--- config.mk ---
export PLATFORM = sky130hd
export DESIGN_NAME = bdeq_event_queue
export DESIGN_NICKNAME = d
export VERILOG_FILES = /design/src/rtl/bdeq_pkg.sv /design/src/rtl/bdeq_event_queue.sv
export SDC_FILE = /design/constraint.sdc
export NUM_CORES = 1
export LEC_CHECK = 0
export BUFFER_PORTS_ARGS = -buffer_cell sky130_fd_sc_hd__buf_2
export CAP_MARGIN = 20
export CORE_MARGIN = 2
export CORE_UTILIZATION = 50
export DETAILED_ROUTE_END_ITERATION = 8
export PLACE_DENSITY = 0.8
export SYNTH_ARGS = -nofsm -noshare
export SYNTH_HDL_FRONTEND = slang
export SYNTH_SLANG_ARGS = --single-unit
--- constraint.sdc ---
create_clock -name clock -period 2.3 [get_ports clock]
set_clock_uncertainty 0.15 [all_clocks]
set_input_delay 0.46 -clock clock [delete_from_list [all_inputs] [get_ports clock]]
set_output_delay 0.46 -clock clock [all_outputs]
set_load 0.05 [all_outputs]
--- src/rtl/bdeq_pkg.sv ---
// package for the button debounce event queue
// shared types, register indexes, event codes and reset values; no dependencies
`default_nettype none

package bdeq_pkg;

   localparam int TIME_W      = 32;
   localparam int CSR_DATA_W  = 16;
   localparam int CSR_INDEX_W = 2;
   localparam int LEVELS_W    = 4;

   // register indexes
   typedef logic [CSR_INDEX_W-1:0] csr_index_type;
   localparam csr_index_type REG_DEBOUNCE_TIME     = 2'd0;
   localparam csr_index_type REG_LONG_PRESS_TIME   = 2'd1;
   localparam csr_index_type REG_REPEAT_START_TIME = 2'd2;
   localparam csr_index_type REG_REPEAT_PERIOD     = 2'd3;

   // register reset values
   localparam logic [CSR_DATA_W-1:0] DEBOUNCE_TIME_RESET     = 16'd30;
   localparam logic [CSR_DATA_W-1:0] LONG_PRESS_TIME_RESET   = 16'd800;
   localparam logic [CSR_DATA_W-1:0] REPEAT_START_TIME_RESET = 16'd400;
   localparam logic [CSR_DATA_W-1:0] REPEAT_PERIOD_RESET     = 16'd120;

   // command codes
   typedef logic cmd_type;
   localparam cmd_type CMD_SAMPLE = 1'b0;
   localparam cmd_type CMD_POP    = 1'b1;

   // button codes
   typedef logic [1:0] btn_type;
   localparam btn_type BTN_UP     = 2'd0;
   localparam btn_type BTN_DOWN   = 2'd1;
   localparam btn_type BTN_SELECT = 2'd2;
   localparam btn_type BTN_BACK   = 2'd3;

   // action codes
   typedef logic [1:0] action_type;
   localparam action_type ACT_PRESS  = 2'd0;
   localparam action_type ACT_LONG   = 2'd1;
   localparam action_type ACT_REPEAT = 2'd2;

   // one queued event
   typedef struct packed {
      btn_type    button;
      action_type action;
   } event_type;

   // sequencer to queue
   typedef struct packed {
      logic      push;
      event_type push_event;
      logic      pop;
   } queue_ctl_type;

   // queue to sequencer
   typedef struct packed {
      logic empty;
      logic full;
   } queue_status_type;

endpackage

`default_nettype wire

--- src/rtl/bdeq_event_queue.sv ---
// ring queue of events with registered read port; holds up to QUEUE_SLOTS-1 events
// depends on bdeq_pkg
`default_nettype none

module bdeq_event_queue
   import bdeq_pkg::*;
   #(
   parameter int QUEUE_SLOTS = 16,
   localparam int PTR_W = $clog2(QUEUE_SLOTS)
   )
   (
   input  logic             clock,
   input  logic             reset,
   input  queue_ctl_type    ctl,
   output queue_status_type status,
   output logic [PTR_W-1:0] count,
   output event_type        rd_event
   );

   localparam logic [PTR_W-1:0] LAST_SLOT = PTR_W'(QUEUE_SLOTS - 1);

   event_type        store [QUEUE_SLOTS];
   event_type        rd_event_ff;
   logic [PTR_W-1:0] wr_ptr_ff, wr_ptr_in;
   logic [PTR_W-1:0] rd_ptr_ff, rd_ptr_in;
   logic [PTR_W-1:0] wr_ptr_next;
   logic [PTR_W-1:0] rd_ptr_next;
   logic [PTR_W:0]   wrapped_count;
   logic             do_push;
   logic             do_pop;

   // pointer wrap
   assign wr_ptr_next = (wr_ptr_ff == LAST_SLOT) ? '0 : wr_ptr_ff + 1'b1;
   assign rd_ptr_next = (rd_ptr_ff == LAST_SLOT) ? '0 : rd_ptr_ff + 1'b1;

   assign status.empty = wr_ptr_ff == rd_ptr_ff;
   assign status.full  = wr_ptr_next == rd_ptr_ff;

   // new events are dropped when full
   assign do_push = ctl.push && !status.full;
   assign do_pop  = ctl.pop && !status.empty;

   // fill level modulo the slot count
   assign wrapped_count = {1'b0, wr_ptr_ff} + (PTR_W+1)'(QUEUE_SLOTS) - {1'b0, rd_ptr_ff};
   assign count = (wr_ptr_ff >= rd_ptr_ff) ? wr_ptr_ff - rd_ptr_ff
                                           : wrapped_count[PTR_W-1:0];

   always_comb begin
      wr_ptr_in = do_push ? wr_ptr_next : wr_ptr_ff;
      rd_ptr_in = do_pop ? rd_ptr_next : rd_ptr_ff;
   end

   always_ff @(posedge clock) begin
      if (reset) begin
         wr_ptr_ff <= '0;
         rd_ptr_ff <= '0;
      end else begin
         wr_ptr_ff <= wr_ptr_in;
         rd_ptr_ff <= rd_ptr_in;
      end
   end

   // event memory, one write and one registered read
   always_ff @(posedge clock) begin
      if (do_push) begin
         store[wr_ptr_ff] <= ctl.push_event;
      end
      if (do_pop) begin
         rd_event_ff <= store[rd_ptr_ff];
      end
   end

   assign rd_event = rd_event_ff;

   // fill level never reaches the slot count
   assert property (@(posedge clock) disable iff (reset) count <= LAST_SLOT)
      else $error("queue fill level exceeds capacity");

   // a push into a full queue leaves the write pointer alone
   assert property (@(posedge clock) disable iff (reset)
      (ctl.push && status.full) |=> $stable(wr_ptr_ff))
      else $error("push into full queue moved write pointer");

   // a pop of an empty queue leaves the read pointer alone
   assert property (@(posedge clock) disable iff (reset)
      (ctl.pop && status.empty) |=> $stable(rd_ptr_ff))
      else $error("pop of empty queue moved read pointer");

endmodule

`default_nettype wire

==> run summary <==
## CTS
• TritonCTS clock tree: built
• clock root buffer master: clkbuf_8
• number of CTS-inserted buffers: 9
• CTS Buffer Depth: 2
• clock transition at the register clock pins on the worst setup and hold paths after CTS: 0.08 ns
• clock latency on the worst-skew pair: 0.34 ns
• number of sinks on the clock net: 76
• number of levels in the clock H-tree: 3

## Global route
• first-pass GRT wire length: 11.14 mm
• number of antenna violations at the first check in global routing: 0
• final global-route overflow total: 0
• number of global-route vias before repair: 2055
• GRT Resource Usage Total: 0.2033
• maximum number of pins on one net before global-route repair: 23

## Timing
• time the final worst path needs with I/O delays and setup: 2.362 ns
• worst setup slack after layout: -0.06226 ns
• slew at the pin with the worst max-slew slack: 0.3832 ns
• relative slew slack: 0.7445
• unrepaired setup endpoints after global routing: true
• number of slew-limit violations in the final report: 0
• max frequency: 423.3 MHz
• portion of the clock cycle consumed by the worst path in the final layout: 1.027
• number of hold-slack violations in the final timing report: 0
• number of endpoints failing setup at the final stage: 4

## Critical path
• required time of the worst setup path: 1.69 ns
• maximum net fanout on the critical path: 5
• Setup crit start kind: flip-flop
• Crit path arrival time: 1.75 ns
• crit end category: output pin
• Reg2Reg Depth: 8
• startpoint-to-endpoint class of the critical path: reg2out

## Synthesis
• summed instance area of the synthesized netlist: 0.003391 mm2
• sequential share of the synthesized area: 0.6494
• synthesized area divided by synthesized cell count: 16.30 um2
• Synth Instances: 208
• count of state elements after synthesis: 76
• Netlist cell types: 38
• synthesized net count: 226
• warnings from Yosys: 0

## Place
• estimated wirelength of the detail-placed design: 4.534 mm
• post-place instance area: 0.003672 mm2
• number of buffers added on ports: 17
• Placer Congestion: 0.8130
• placed cell count: 312

## Floorplanning
• die extent in y: 86.35 um
• area of the placeable core: 0.006681 mm2
• number of placement rows: 30
• Die W: 86.35 um
• initial standard-cell utilization of the core: 0.5075
• Die Area: 0.007456 mm2
• # IOs: 18

## Route
• met3 WL post-DR: 479 um
• final routed DRC violation total: 0
• drt wl/cell: 20.69 um
• number of antenna-violating nets in the routed design: 0
• top routing layer in use: met4
• Pre-antenna DRT Iters: 4
• 1st-iter DRT viols: 309
• metal1 wirelength: 2.702 mm
• post-DR vias/cell: 5.907
• wire length reported by the detailed router: 6.890 mm
• Met2 Wirelength: 3.595 mm
• via count: 1967

## Outcome
• status: finished, violations left
• failing checks: setup timing

## Pwr
• PwrDens: 1282 mW/mm2
• Peak VDD IR: 1.343 mV
• static power due to leakage: 1.472 nW

## Hold path
• worst min path class: in2reg
• worst hold path depth: 2

## Finish
• most frequent cells in the layout: edfxtp_1 (68), buf_4 (21), mux4_2 (16)
• synthesis-to-finish area growth: 21.29%
• fill cell instance count of the final layout: 465
• antenna fix cells: 0
• commonest non-fill, non-tap cell in the layout: edfxtp_1
• layout net count: 266
• final design instance area without fill: 0.004113 mm2
• layout cells sized above 1: 0.4506
• Final Non-Filler Cells: 333

## Job
• number of maximum-capacitance violations: 0

## per-layer routing
metal / GRT usage / up-vias
met2: 0.3434 / 88
li1: - / 877
met4: 0.06108 / 0
met3: 0.04190 / 11
met5: 0 / -
met1: 0.2679 / 991
## logic make-up (layout without fill, tap and decap cells)
kind of cell | count (synthesis) | after routing | synth area share
flops | 76 | 76 | 0.6494
simple gates | 52 | 52 | 0.08708
compound gates | 21 | 21 | 0.04871
mux | 21 | 21 | 0.1214
buf+inv | 19 | 64 | 0.02878
fa+ha+maj | 10 | 10 | 0.03912
xor+xnor | 9 | 9 | 0.02546
## synthesized netlist by cell type (all sizes together)
cell type	n	area, um2
nand3	1	5.000
inv	7	26.28
a211oi	4	30.03
mux2i	4	40.04
a21o	2	15.01
xor2	3	33.79
dfxtp	8	160.2
a21boi	1	18.77
nor2b	2	12.51
nor2	6	22.52
a41oi	2	25.03
fa	1	20.02
a21oi	4	23.77
and2b	1	7.510
and2	6	41.29
mux2	1	11.26
nand2	12	45.04
and3	16	105.1
buf	6	47.54
xnor2	6	52.55
a31oi	7	43.79
nand2b	6	37.54
clkbuf	5	18.77
nor3	1	10.01
ha	9	112.6
clkinv	1	5.000
edfxtp	68	2042
and4	1	8.760
a311oi	1	8.760
mux4	16	360.4
## registers in the layout, summed over array words and instances, names as in the netlist
register / cells
wr_ptr_ff: 4
rd_event: 4
store: 64
rd_ptr_ff: 4
## critical path, stage by stage (launching register included)
cell and delay, ns:
dfxtp_4 0.38, inv_2 0.06, buf_6 0.12, ha_4 0.15, fa_2 0.52, inv_2 0.03
buf_6 0.14
## power breakdown
part	switching [W]	internal [W]
combinational	0.00130	0.00101
sequential	0.0000691	0.00167
clock	0.000496	0.000723
total	0.00187	0.00341
## final timing paths
path	slack, ns	start	to
hold reg to reg	0.38	wr_ptr_ff[1]	wr_ptr_ff[1]
setup / recovery	-0.06	wr_ptr_ff[0]	count[1]
setup reg to reg	0.07	wr_ptr_ff[0]	store[6][0]
hold / removal	0.28	reset	rd_ptr_ff[2]
## cell type report
| type | count | area [um2] | share of cell area |
|---|---|---|---|
| Clock buffer | 10 | 127.6 | 0.03103 |
| Sequential cell | 76 | 2212 | 0.5379 |
| Inverter | 8 | 35.03 | 0.008518 |
| Multi-Input combinational cell | 113 | 1217 | 0.2960 |
| Tap cell | 80 | 100.1 | 0.02434 |
| Clock inverter | 6 | 111.4 | 0.02708 |
| Timing Repair Buffer | 40 | 309.0 | 0.07514 |
## stage by stage
stage          setup TNS [ns]  power (W)  utilization  hold slack (ns)  worst slack, ns
6_report              -0.1447   0.005272       0.6155           0.2766         -0.06226
5_1_grt               -0.4018   0.005500       0.6155           0.3117          -0.1116
4_1_cts               -0.1684   0.005234       0.6081           0.2712         -0.05605
3_5_place_dp         -0.01951   0.003741       0.5496           0.3985         -0.01951
3_3_place_gp                0   0.003693       0.5496           0.3787          0.02920
2_1_floorplan        -0.06900   0.003221            -           0.3842         -0.06900
## repair_timing
action,4_1_cts,5_1_grt
buffers inserted,5,0
hold buffers,0,0
endpoints found under the setup margin,5,60
resized for setup,33,18
pin swaps,9,4
Power figures use the tool's default switching activity.
