**config.mk**
```make
export PLATFORM = sky130hd
export DESIGN_NAME = bdeq_elapsed_unit
export DESIGN_NICKNAME = d
export VERILOG_FILES = /design/src/rtl/bdeq_pkg.sv /design/src/rtl/bdeq_elapsed_unit.sv
export SDC_FILE = /design/constraint.sdc
export NUM_CORES = 1
export LEC_CHECK = 0
export ABC_AREA = 1
export BUFFER_PORTS_ARGS = -buffer_cell sky130_fd_sc_hd__buf_2
export CORE_MARGIN = 2
export CORE_UTILIZATION = 50
export DETAILED_ROUTE_END_ITERATION = 7
export PLACE_DENSITY = 0.76
export SLEW_MARGIN = 0
export SYNTH_ARGS = -nofsm -noshare
export SYNTH_HDL_FRONTEND = slang
export SYNTH_SLANG_ARGS = --single-unit
```
**constraint.sdc**
```tcl
create_clock -name vclk -period 5.8
set_input_delay 0.87 -clock vclk [all_inputs]
set_output_delay 0.87 -clock vclk [all_outputs]
set_load 0.02 [all_outputs]
```
**src/rtl/bdeq_pkg.sv**
```systemverilog
// package for the button debounce event queue
// shared types, register indexes, event codes and reset values; no dependencies
`default_nettype none

package bdeq_pkg;

   localparam int TIME_W      = 32;
   localparam int CSR_DATA_W  = 16;
   localparam int CSR_INDEX_W = 2;
   localparam int LEVELS_W    = 4;

   // register indexes
   typedef logic [CSR_INDEX_W-1:0] csr_index_type;
   localparam csr_index_type REG_DEBOUNCE_TIME     = 2'd0;
   localparam csr_index_type REG_LONG_PRESS_TIME   = 2'd1;
   localparam csr_index_type REG_REPEAT_START_TIME = 2'd2;
   localparam csr_index_type REG_REPEAT_PERIOD     = 2'd3;

   // register reset values
   localparam logic [CSR_DATA_W-1:0] DEBOUNCE_TIME_RESET     = 16'd30;
   localparam logic [CSR_DATA_W-1:0] LONG_PRESS_TIME_RESET   = 16'd800;
   localparam logic [CSR_DATA_W-1:0] REPEAT_START_TIME_RESET = 16'd400;
   localparam logic [CSR_DATA_W-1:0] REPEAT_PERIOD_RESET     = 16'd120;

   // command codes
   typedef logic cmd_type;
   localparam cmd_type CMD_SAMPLE = 1'b0;
   localparam cmd_type CMD_POP    = 1'b1;

   // button codes
   typedef logic [1:0] btn_type;
   localparam btn_type BTN_UP     = 2'd0;
   localparam btn_type BTN_DOWN   = 2'd1;
   localparam btn_type BTN_SELECT = 2'd2;
   localparam btn_type BTN_BACK   = 2'd3;

   // action codes
   typedef logic [1:0] action_type;
   localparam action_type ACT_PRESS  = 2'd0;
   localparam action_type ACT_LONG   = 2'd1;
   localparam action_type ACT_REPEAT = 2'd2;

   // one queued event
   typedef struct packed {
      btn_type    button;
      action_type action;
   } event_type;

   // sequencer to queue
   typedef struct packed {
      logic      push;
      event_type push_event;
      logic      pop;
   } queue_ctl_type;

   // queue to sequencer
   typedef struct packed {
      logic empty;
      logic full;
   } queue_status_type;

endpackage

`default_nettype wire

```
**src/rtl/bdeq_elapsed_unit.sv**
```systemverilog
// shared elapsed-time unit: wrapping 32-bit subtract and compare to a threshold
// depends on bdeq_pkg
`default_nettype none

module bdeq_elapsed_unit
   import bdeq_pkg::*;
   (
   input  logic [TIME_W-1:0]     now_ms,
   input  logic [TIME_W-1:0]     stamp,
   input  logic [CSR_DATA_W-1:0] threshold,
   output logic                  reached
   );

   logic [TIME_W-1:0] elapsed;

   // time differences wrap modulo 2^32
   assign elapsed = now_ms - stamp;
   assign reached = elapsed >= TIME_W'(threshold);

endmodule

`default_nettype wire

```
==> impl_metrics.toml, run 1 <==
[status]
status = "finished, final reports clean"

[layout]
syn_to_final_growth_pct = 16.5
fillerInstances = 676
antenna_cells = 0
fin_util_pct = 59.9
drive_above_1_share_pct = 14.7
clockBufferCount = 0
register_area_sq_um = 0
nNetsFinal = 833
n_sequential_cell = 0

[detailed_routing]
routed-via-count = 3661
drcViolationCount = 0
wl_microns = 8530
first_iter_violations = 141
postRouteAntennaNets = 0
wl_per_cell_microns = 11.0
first_pass_iters = 4
vias_per_cell = 4.71

[sta]
rsz0062_at_grt = "false"
setup_violations = 0
hold_viol = 0
post-route-period-util_pct = 76.0
clock.fmax_mhz = 227
holdWs_ns = 2.42
maxSlewHeadroom_pct = 79.9
slew_viol_final = 0
layout_min_cycle_time_ns = 4.41
finalSetupTns_ns = 0
worst_pin_slew_ns = 0.299

[floorplanning]
core-area_sq_um = 5890
die_y_microns = 81.8
die_area_sq_um = 6690
die_x_microns = 81.8
num_rows = 28
pin_count = 81
start_util_pct = 51.4

[power_and_ir_drop]
cell_internal_pwr_uw = 134
pwr-share-clk_pct = 0
power_leakage_uw = 0.00248
ir_worst_vdd_v = 0.0000527
p_per_area_nw_per_um2 = 98.7
p_comb_share_pct = 100.0
switching_share_pct = 61.5
power.switching_uw = 214
sequentialPowerShare_pct = 0

[synth]
synth_top_family_by_area = "simple AND/OR/NAND/NOR gates"
synth_warnings = 0
syn_nets = 750
synth_area_sq_um = 3030
synth_compound_area_share_pct = 6.24
yosys.area_share.adder_pct = 20.1
synth_top_area_share_pct = 30.9
synth_largest_area_cell = "nand2_1"
yosys.area_share.xor_xnor_pct = 4.63
syn_avg_cell_area_sq_um = 4.86
yosysUniqueCellTypes = 25
yosysSeqAreaShare_pct = 0
yosys-top-cells-area = "nand2_1, inv_1, ha_1"
synthSimpleGateAreaFrac_pct = 48.1
syn_inst = 622
synth.mux.area_fraction_pct = 0

[placement]
port-buffer-count = 81
hpwl_microns = 7850
globalplace.congestion = 0.958

[grt]
track_usage_pct = 25.9
grt_pass1_wl_microns = 13900
antenna_found_initial = 0
first_global_vias = 3406
overflow = 0
grt_max_degree = 7

[critical_path]
crit_buf_inv = 4
start_kind = "primary input"
critPathSlowestCell = "fa_1"
required_ns = 4.93
crit_arrival_ns = 3.54
crit_path_end_kind = "primary output"
crit_path_frequent_cell = "nand2_1"
cp_top_family = "simple AND/OR/NAND/NOR gates"
slowest_delay_ns = 0.41
cp_max_fo = 3
crit_chain = "buf_2 > inv_1 > ha_1 > fa_1 > inv_1 > nand2_1 > nand3_1 > nand2_1 > nand2_1 > xor2_1 > ha_1 > nand2_1 > nor2_1 > a211oi_1 > nand2_1 > nor2_1 > nand2_1 > nor2_2 > nand2_1 > a21oi_2 > nand2_1 > buf_2"
critical_path_class = "in2out"

[min_path]
holdCritPathClass = "in2out"

[clock_network]
cts_resized = 0
cts_hold_buf = 0
post_cts_buffers = 0

[flow_run]
drv_cap = 0
cell usage in the layout (no fill, tap or decap):
master / netlist / routed
nand2_1: 249 / 249
inv_1: 163 / 163
buf_2: 0 / 81
nor2_1: 49 / 49
ha_1: 47 / 47
nand3_1: 27 / 27
a21oi_1: 25 / 25
xor2_1: 14 / 14
nand2_2: 8 / 8
inv_2: 6 / 6
nand4_1: 5 / 5
nor3_1: 5 / 5
o21bai_1: 3 / 3
nor3_2: 3 / 3
nand3b_1: 3 / 3
xnor2_1: 2 / 2
and2_1: 2 / 2
nor2_2: 2 / 2
a211oi_1: 2 / 2
or2_2: 1 / 1
o21ai_1: 1 / 1
a21o_1: 1 / 1
o21ai_0: 1 / 1
nand3_2: 1 / 1
a21oi_2: 1 / 1
fa_1: 1 / 1
area by class of cell:
cell class / instances / area, sq um / share of cell area, %
multi-input combinational: 453 / 2390 / 67.8
tap: 75 / 93.8 / 2.66
inverter: 169 / 634 / 18.0
timing repair buffer: 81 / 405 / 11.5
layer usage:
layer	vias to the layer above	share of wire [%]	global-route usage, %	wire length, microns
met1	1559	46	30.8	3890
met2	88	49	51.7	4150
met3	10	4.3	0.440	367
li1	2004	-	-	-
met4	0	1.4	4.67	118
met5	-	0	0	0
through the flow:
stage	worst slack, ns	cells	total power [uW]	area (sq um)
2_1_floorplan	1.84	622	252	3030
3_3_place_gp	1.44	778	340	3520
3_5_place_dp	1.38	778	347	3520
4_1_cts	1.37	778	349	3520
5_1_grt	1.07	778	402	3520
6_report	1.39	778	348	3520
power groups by stage:
stage / Combinational (uW) / Clock, uW / Sequential [uW]
finish: 348 / 0 / 0
global route: 402 / 0 / 0
global placement: 340 / 0 / 0
CTS: 349 / 0 / 0
floorplan: 252 / 0 / 0
detailed placement: 347 / 0 / 0
worst min-delay path, stage by stage:
cell and delay, ns:
buf_2 0.10, inv_1 0.04, ha_1 0.13, a211oi_1 0.06
nand2_1 0.09, a21oi_2 0.06, nand2_1 0.05, buf_2 0.15
worst paths after layout:
| check | from | end | slack [ns] | cells after the start |
|---|---|---|---|---|
| worst max-delay path | now_ms[0] | reached | 1.39 | 22 |
| worst min-delay path | threshold[10] | reached | 2.42 | 8 |
cell families (layout without fill, tap and decap cells):
kind of cell | after synthesis | count (layout)
adders and majority gates | 48 | 48
AOI/OAI and AO/OA | 34 | 34
and+or+nand+nor | 355 | 355
buffers and inverters | 169 | 250
xor gates and xnor gates | 16 | 16
cell usage after synthesis, types with 3 or more instances:
cell type,count
a21oi_1,25
ha_1,47
inv_1,163
inv_2,6
nand2_1,249
nand2_2,8
nand3_1,27
nand3b_1,3
nand4_1,5
nor2_1,49
nor3_1,5
nor3_2,3
o21bai_1,3
xor2_1,14
Power figures use the tool's default switching activity.
==> run 2: changes to the inputs <==
==> constraint.sdc (replaced) <==
create_clock -name vclk -period 4.2
set_input_delay 0.63 -clock vclk [all_inputs]
set_output_delay 0.63 -clock vclk [all_outputs]
set_load 0.02 [all_outputs]
==> impl_metrics.toml, run 2 (synthesis results as in run 1) <==
[status]
status = "finished, final reports clean"

[layout]
clockBufferCount = 0
drive_above_1_share_pct = 16.1
n_sequential_cell = 0
final_cell_mix = "nand2_1, inv_1, buf_2"
layout_commonest_cell = "nand2_1"
syn_to_final_growth_pct = 18.8
fillerInstances = 639
nNetsFinal = 833
antenna_cells = 0
register_area_sq_um = 0

[grt]
overflow = 0
track_usage_pct = 26.5
grt_pass1_wl_microns = 14300
first_global_vias = 3475
antenna_found_initial = 0
grt_max_degree = 7

[detailed_routing]
first_iter_violations = 143
postRouteAntennaNets = 0
routed-via-count = 3661
vias_per_cell = 4.71
wl_microns = 8600
first_pass_iters = 4
drcViolationCount = 0
wl_per_cell_microns = 11.1

[sta]
worst_pin_slew_ns = 0.342
setup_violations = 0
slew_viol_final = 0
hold_viol = 0
finalSetupTns_ns = 0
rsz0062_at_grt = "false"
post-route-period-util_pct = 92.5
clock.fmax_mhz = 257
fin_ws_ns = 0.315
layout_min_cycle_time_ns = 3.88
maxSlewHeadroom_pct = 77.1

[min_path]
holdCritPathClass = "in2out"
holdPathStages = 8

[placement]
port-buffer-count = 81
globalplace.congestion = 0.970
pre_cts_ws_ns = 0.273
hpwl_microns = 7820

[floorplanning]
start_util_pct = 51.4
pin_count = 81
die_y_microns = 81.8
die_x_microns = 81.8
num_rows = 28
die_area_sq_um = 6690
core-area_sq_um = 5890

[critical_path]
start_kind = "primary input"
crit_path_end_kind = "primary output"
required_ns = 3.57
cp-startpoint = "now_ms[0]"
cp_max_fo = 3
crit_end = "reached"
crit_arrival_ns = 3.25
critical_path_class = "in2out"

[power_and_ir_drop]
p_per_area_nw_per_um2 = 137
ir_worst_vdd_v = 0.0000720
power_leakage_uw = 0.00249

[flow_run]
drv_cap = 0
## run 2: cell count changes in the layout (fill, tap and decap cells not counted), moves of 2 or more
| cell | change |
|---|---|
| ha_1 | -4 |
| ha_4 | +4 |
| nand2_1 | -2 |
| nand2_2 | +2 |
## run 2: through the flow
| step | utilization, % | hold WS, ns | instances | power [uW] | instance area [sq um] |
|---|---|---|---|---|---|
| final | 61.1 | 1.94 | 778 | 492 | 3590 |
| after global routing | 61.1 | 2.02 | 778 | 571 | 3590 |
| after CTS | 59.9 | 1.95 | 778 | 481 | 3520 |
| after detailed placement | 59.9 | 1.94 | 778 | 479 | 3520 |
| after global placement | 59.9 | 1.93 | 778 | 470 | 3520 |
| after floorplan | - | 1.73 | 622 | 348 | 3030 |
## run 2: critical path, stage by stage
cell      delay (ns)
buf_2           0.07
inv_1           0.03
ha_1            0.22
fa_2            0.37
inv_1           0.11
nand2_1         0.06
nand3_1         0.13
nand2_1         0.09
nand2_2         0.11
xor2_1          0.18
ha_1            0.26
nand2_1         0.08
nor2_1          0.05
a211oi_1        0.19
nand2_1         0.08
nor2_1          0.09
nand2_1         0.07
nor2_2          0.07
nand2_1         0.07
a21oi_2         0.10
nand2_1         0.05
buf_2           0.15
## run 2: final cells by class
type                       instances  area (sq um)  area share (%)
inverter                         169           634            17.6
tap                               75          93.8            2.61
timing repair buffer              81           405            11.3
multi-input combinational        453          2460            68.5
## run 2: how the worst min path moves through the flow
stage,from,endpoint,slack (ns)
4_1_cts,threshold[11],reached,1.95
5_1_grt,threshold[11],reached,2.02
2_1_floorplan,threshold[11],reached,1.73
3_3_place_gp,threshold[11],reached,1.93
6_report,threshold[11],reached,1.94
3_5_place_dp,threshold[11],reached,1.94
## run 2: routing by layer
metal	vias up	global-route usage, %	wire length [microns]
met4	0	7.00	163
li1	2005	-	-
met1	1532	31.6	3900
met3	14	0.989	388
met5	-	0	0
met2	110	51.1	4150
## run 2: power by group
part	switching (uW)	internal, uW
logic	300	192
registers	0	0
clock network	0	0
## run 2: repair_timing
item / CTS / global route
setup endpoints to repair: 0 / 1
hold buffers: 0 / 0
gates resized for setup: 0 / 10
endpoints found under the hold margin: 0 / 0
buffers inserted: 0 / 0
==> run 3: changes to the inputs <==
--- a/config.mk
+++ b/config.mk
@@ -7,7 +7,6 @@
 export LEC_CHECK = 0
 export ABC_AREA = 1
 export BUFFER_PORTS_ARGS = -buffer_cell sky130_fd_sc_hd__buf_2
-export CORE_MARGIN = 2
 export CORE_UTILIZATION = 50
 export DETAILED_ROUTE_END_ITERATION = 7
 export PLACE_DENSITY = 0.76
==> impl_metrics.toml, run 3 (synthesis results as in run 1) <==
[status]
status = "finished, final reports clean"

[floorplanning]
die_area_sq_um = 6370
pin_count = 81
start_util_pct = 53.3
die_y_microns = 79.8
num_rows = 27
core-area_sq_um = 5680
die_x_microns = 79.8

[grt]
first_global_vias = 3269
grt_pass1_wl_microns = 13700
grt_max_degree = 7
antenna_found_initial = 0
overflow = 0
track_usage_pct = 26.7

[placement]
port-buffer-count = 81
globalplace.congestion = 0.936
hpwl_microns = 7550

[critical_path]
cp-startpoint = "now_ms[0]"
crit_path_end_kind = "primary output"
required_ns = 3.57
crit_arrival_ns = 3.26
critical_path_class = "in2out"
cp_max_fo = 3
start_kind = "primary input"

[layout]
antenna_cells = 0
nNetsFinal = 833
fillerInstances = 636
register_area_sq_um = 0
final_cell_mix = "nand2_1, inv_1, buf_2"
syn_to_final_growth_pct = 16.4
layout_commonest_cell = "nand2_1"
n_sequential_cell = 0
clockBufferCount = 0
drive_above_1_share_pct = 14.7

[sta]
finalSetupTns_ns = 0
setup_violations = 0
layout_min_cycle_time_ns = 3.89
holdWs_ns = 1.95
clock.fmax_mhz = 257
worst_pin_slew_ns = 0.301
maxSlewHeadroom_pct = 79.8
post-route-period-util_pct = 92.5
hold_viol = 0
slew_viol_final = 0
rsz0062_at_grt = "false"

[power_and_ir_drop]
p_per_area_nw_per_um2 = 137
power_leakage_uw = 0.00248
ir_worst_vdd_v = 0.0000744

[clock_network]
cts_hold_buf = 0
cts_resized = 0
post_cts_buffers = 0

[min_path]
holdCritPathClass = "in2out"
min-delay-start = "threshold[11]"

[detailed_routing]
wl_met1_microns = 4100
wl_microns = 8340
wl_met2_microns = 3620
wl_per_cell_microns = 10.8
top_layer = "met4"
first_pass_iters = 4
dr_wl_met3_microns = 531
routed-via-count = 3731
drcViolationCount = 0
vias_per_cell = 4.81
first_iter_violations = 205
postRouteAntennaNets = 0

[flow_run]
drv_cap = 0
-- run 3: cell counts in the layout (fill, tap and decap cells not counted) --
Identical to the previous run, type by type.
-- run 3: critical path: stages --
cell and delay, ns:
buf_2 0.07, inv_1 0.03, ha_1 0.22, fa_1 0.41, inv_1 0.14, nand2_1 0.07, nand3_1 0.10, nand2_1 0.08
nand2_1 0.12, xor2_1 0.16, ha_1 0.24, nand2_1 0.09, nor2_1 0.06, a211oi_1 0.16, nand2_1 0.08, nor2_1 0.10
nand2_1 0.07, nor2_2 0.07, nand2_1 0.06, a21oi_2 0.10, nand2_1 0.06, buf_2 0.16
-- run 3: area by class of cell --
class / instances / area, sq um / area share [%]
inverter: 169 / 634 / 18.0
timing repair buffer: 81 / 405 / 11.5
multi-input combinational: 453 / 2390 / 67.9
tap: 72 / 90.1 / 2.56
-- run 3: path summary, 6_finish.rpt --
| path | endpoint | slack (ns) | cells past startpoint |
|---|---|---|---|
| max | reached | 0.31 | 22 |
| min | reached | 1.95 | 8 |
-- run 3: where the power goes --
group | switching [uW] | internal (uW) | total (uW)
Clock | 0 | 0 | 0
Combinational | 298 | 185 | 483
Sequential | 0 | 0 | 0
Total | 298 | 185 | 483
-- run 3: per-layer routing --
metal,track usage (%),vias up
met5,0,-
met4,3.04,0
met3,0.457,8
met2,46.6,121
met1,37.5,1598
li1,-,2004
-- run 3: metrics by stage --
step	worst slack, ns	power, uW	instances	cell area, sq um	utilization (%)
after floorplan	0.722	348	622	3030	-
after global placement	0.389	465	775	3520	62.0
after detailed placement	0.328	478	775	3520	62.0
after CTS	0.324	480	775	3520	62.0
after global routing	0.0154	556	775	3520	62.0
final	0.314	483	775	3520	62.0
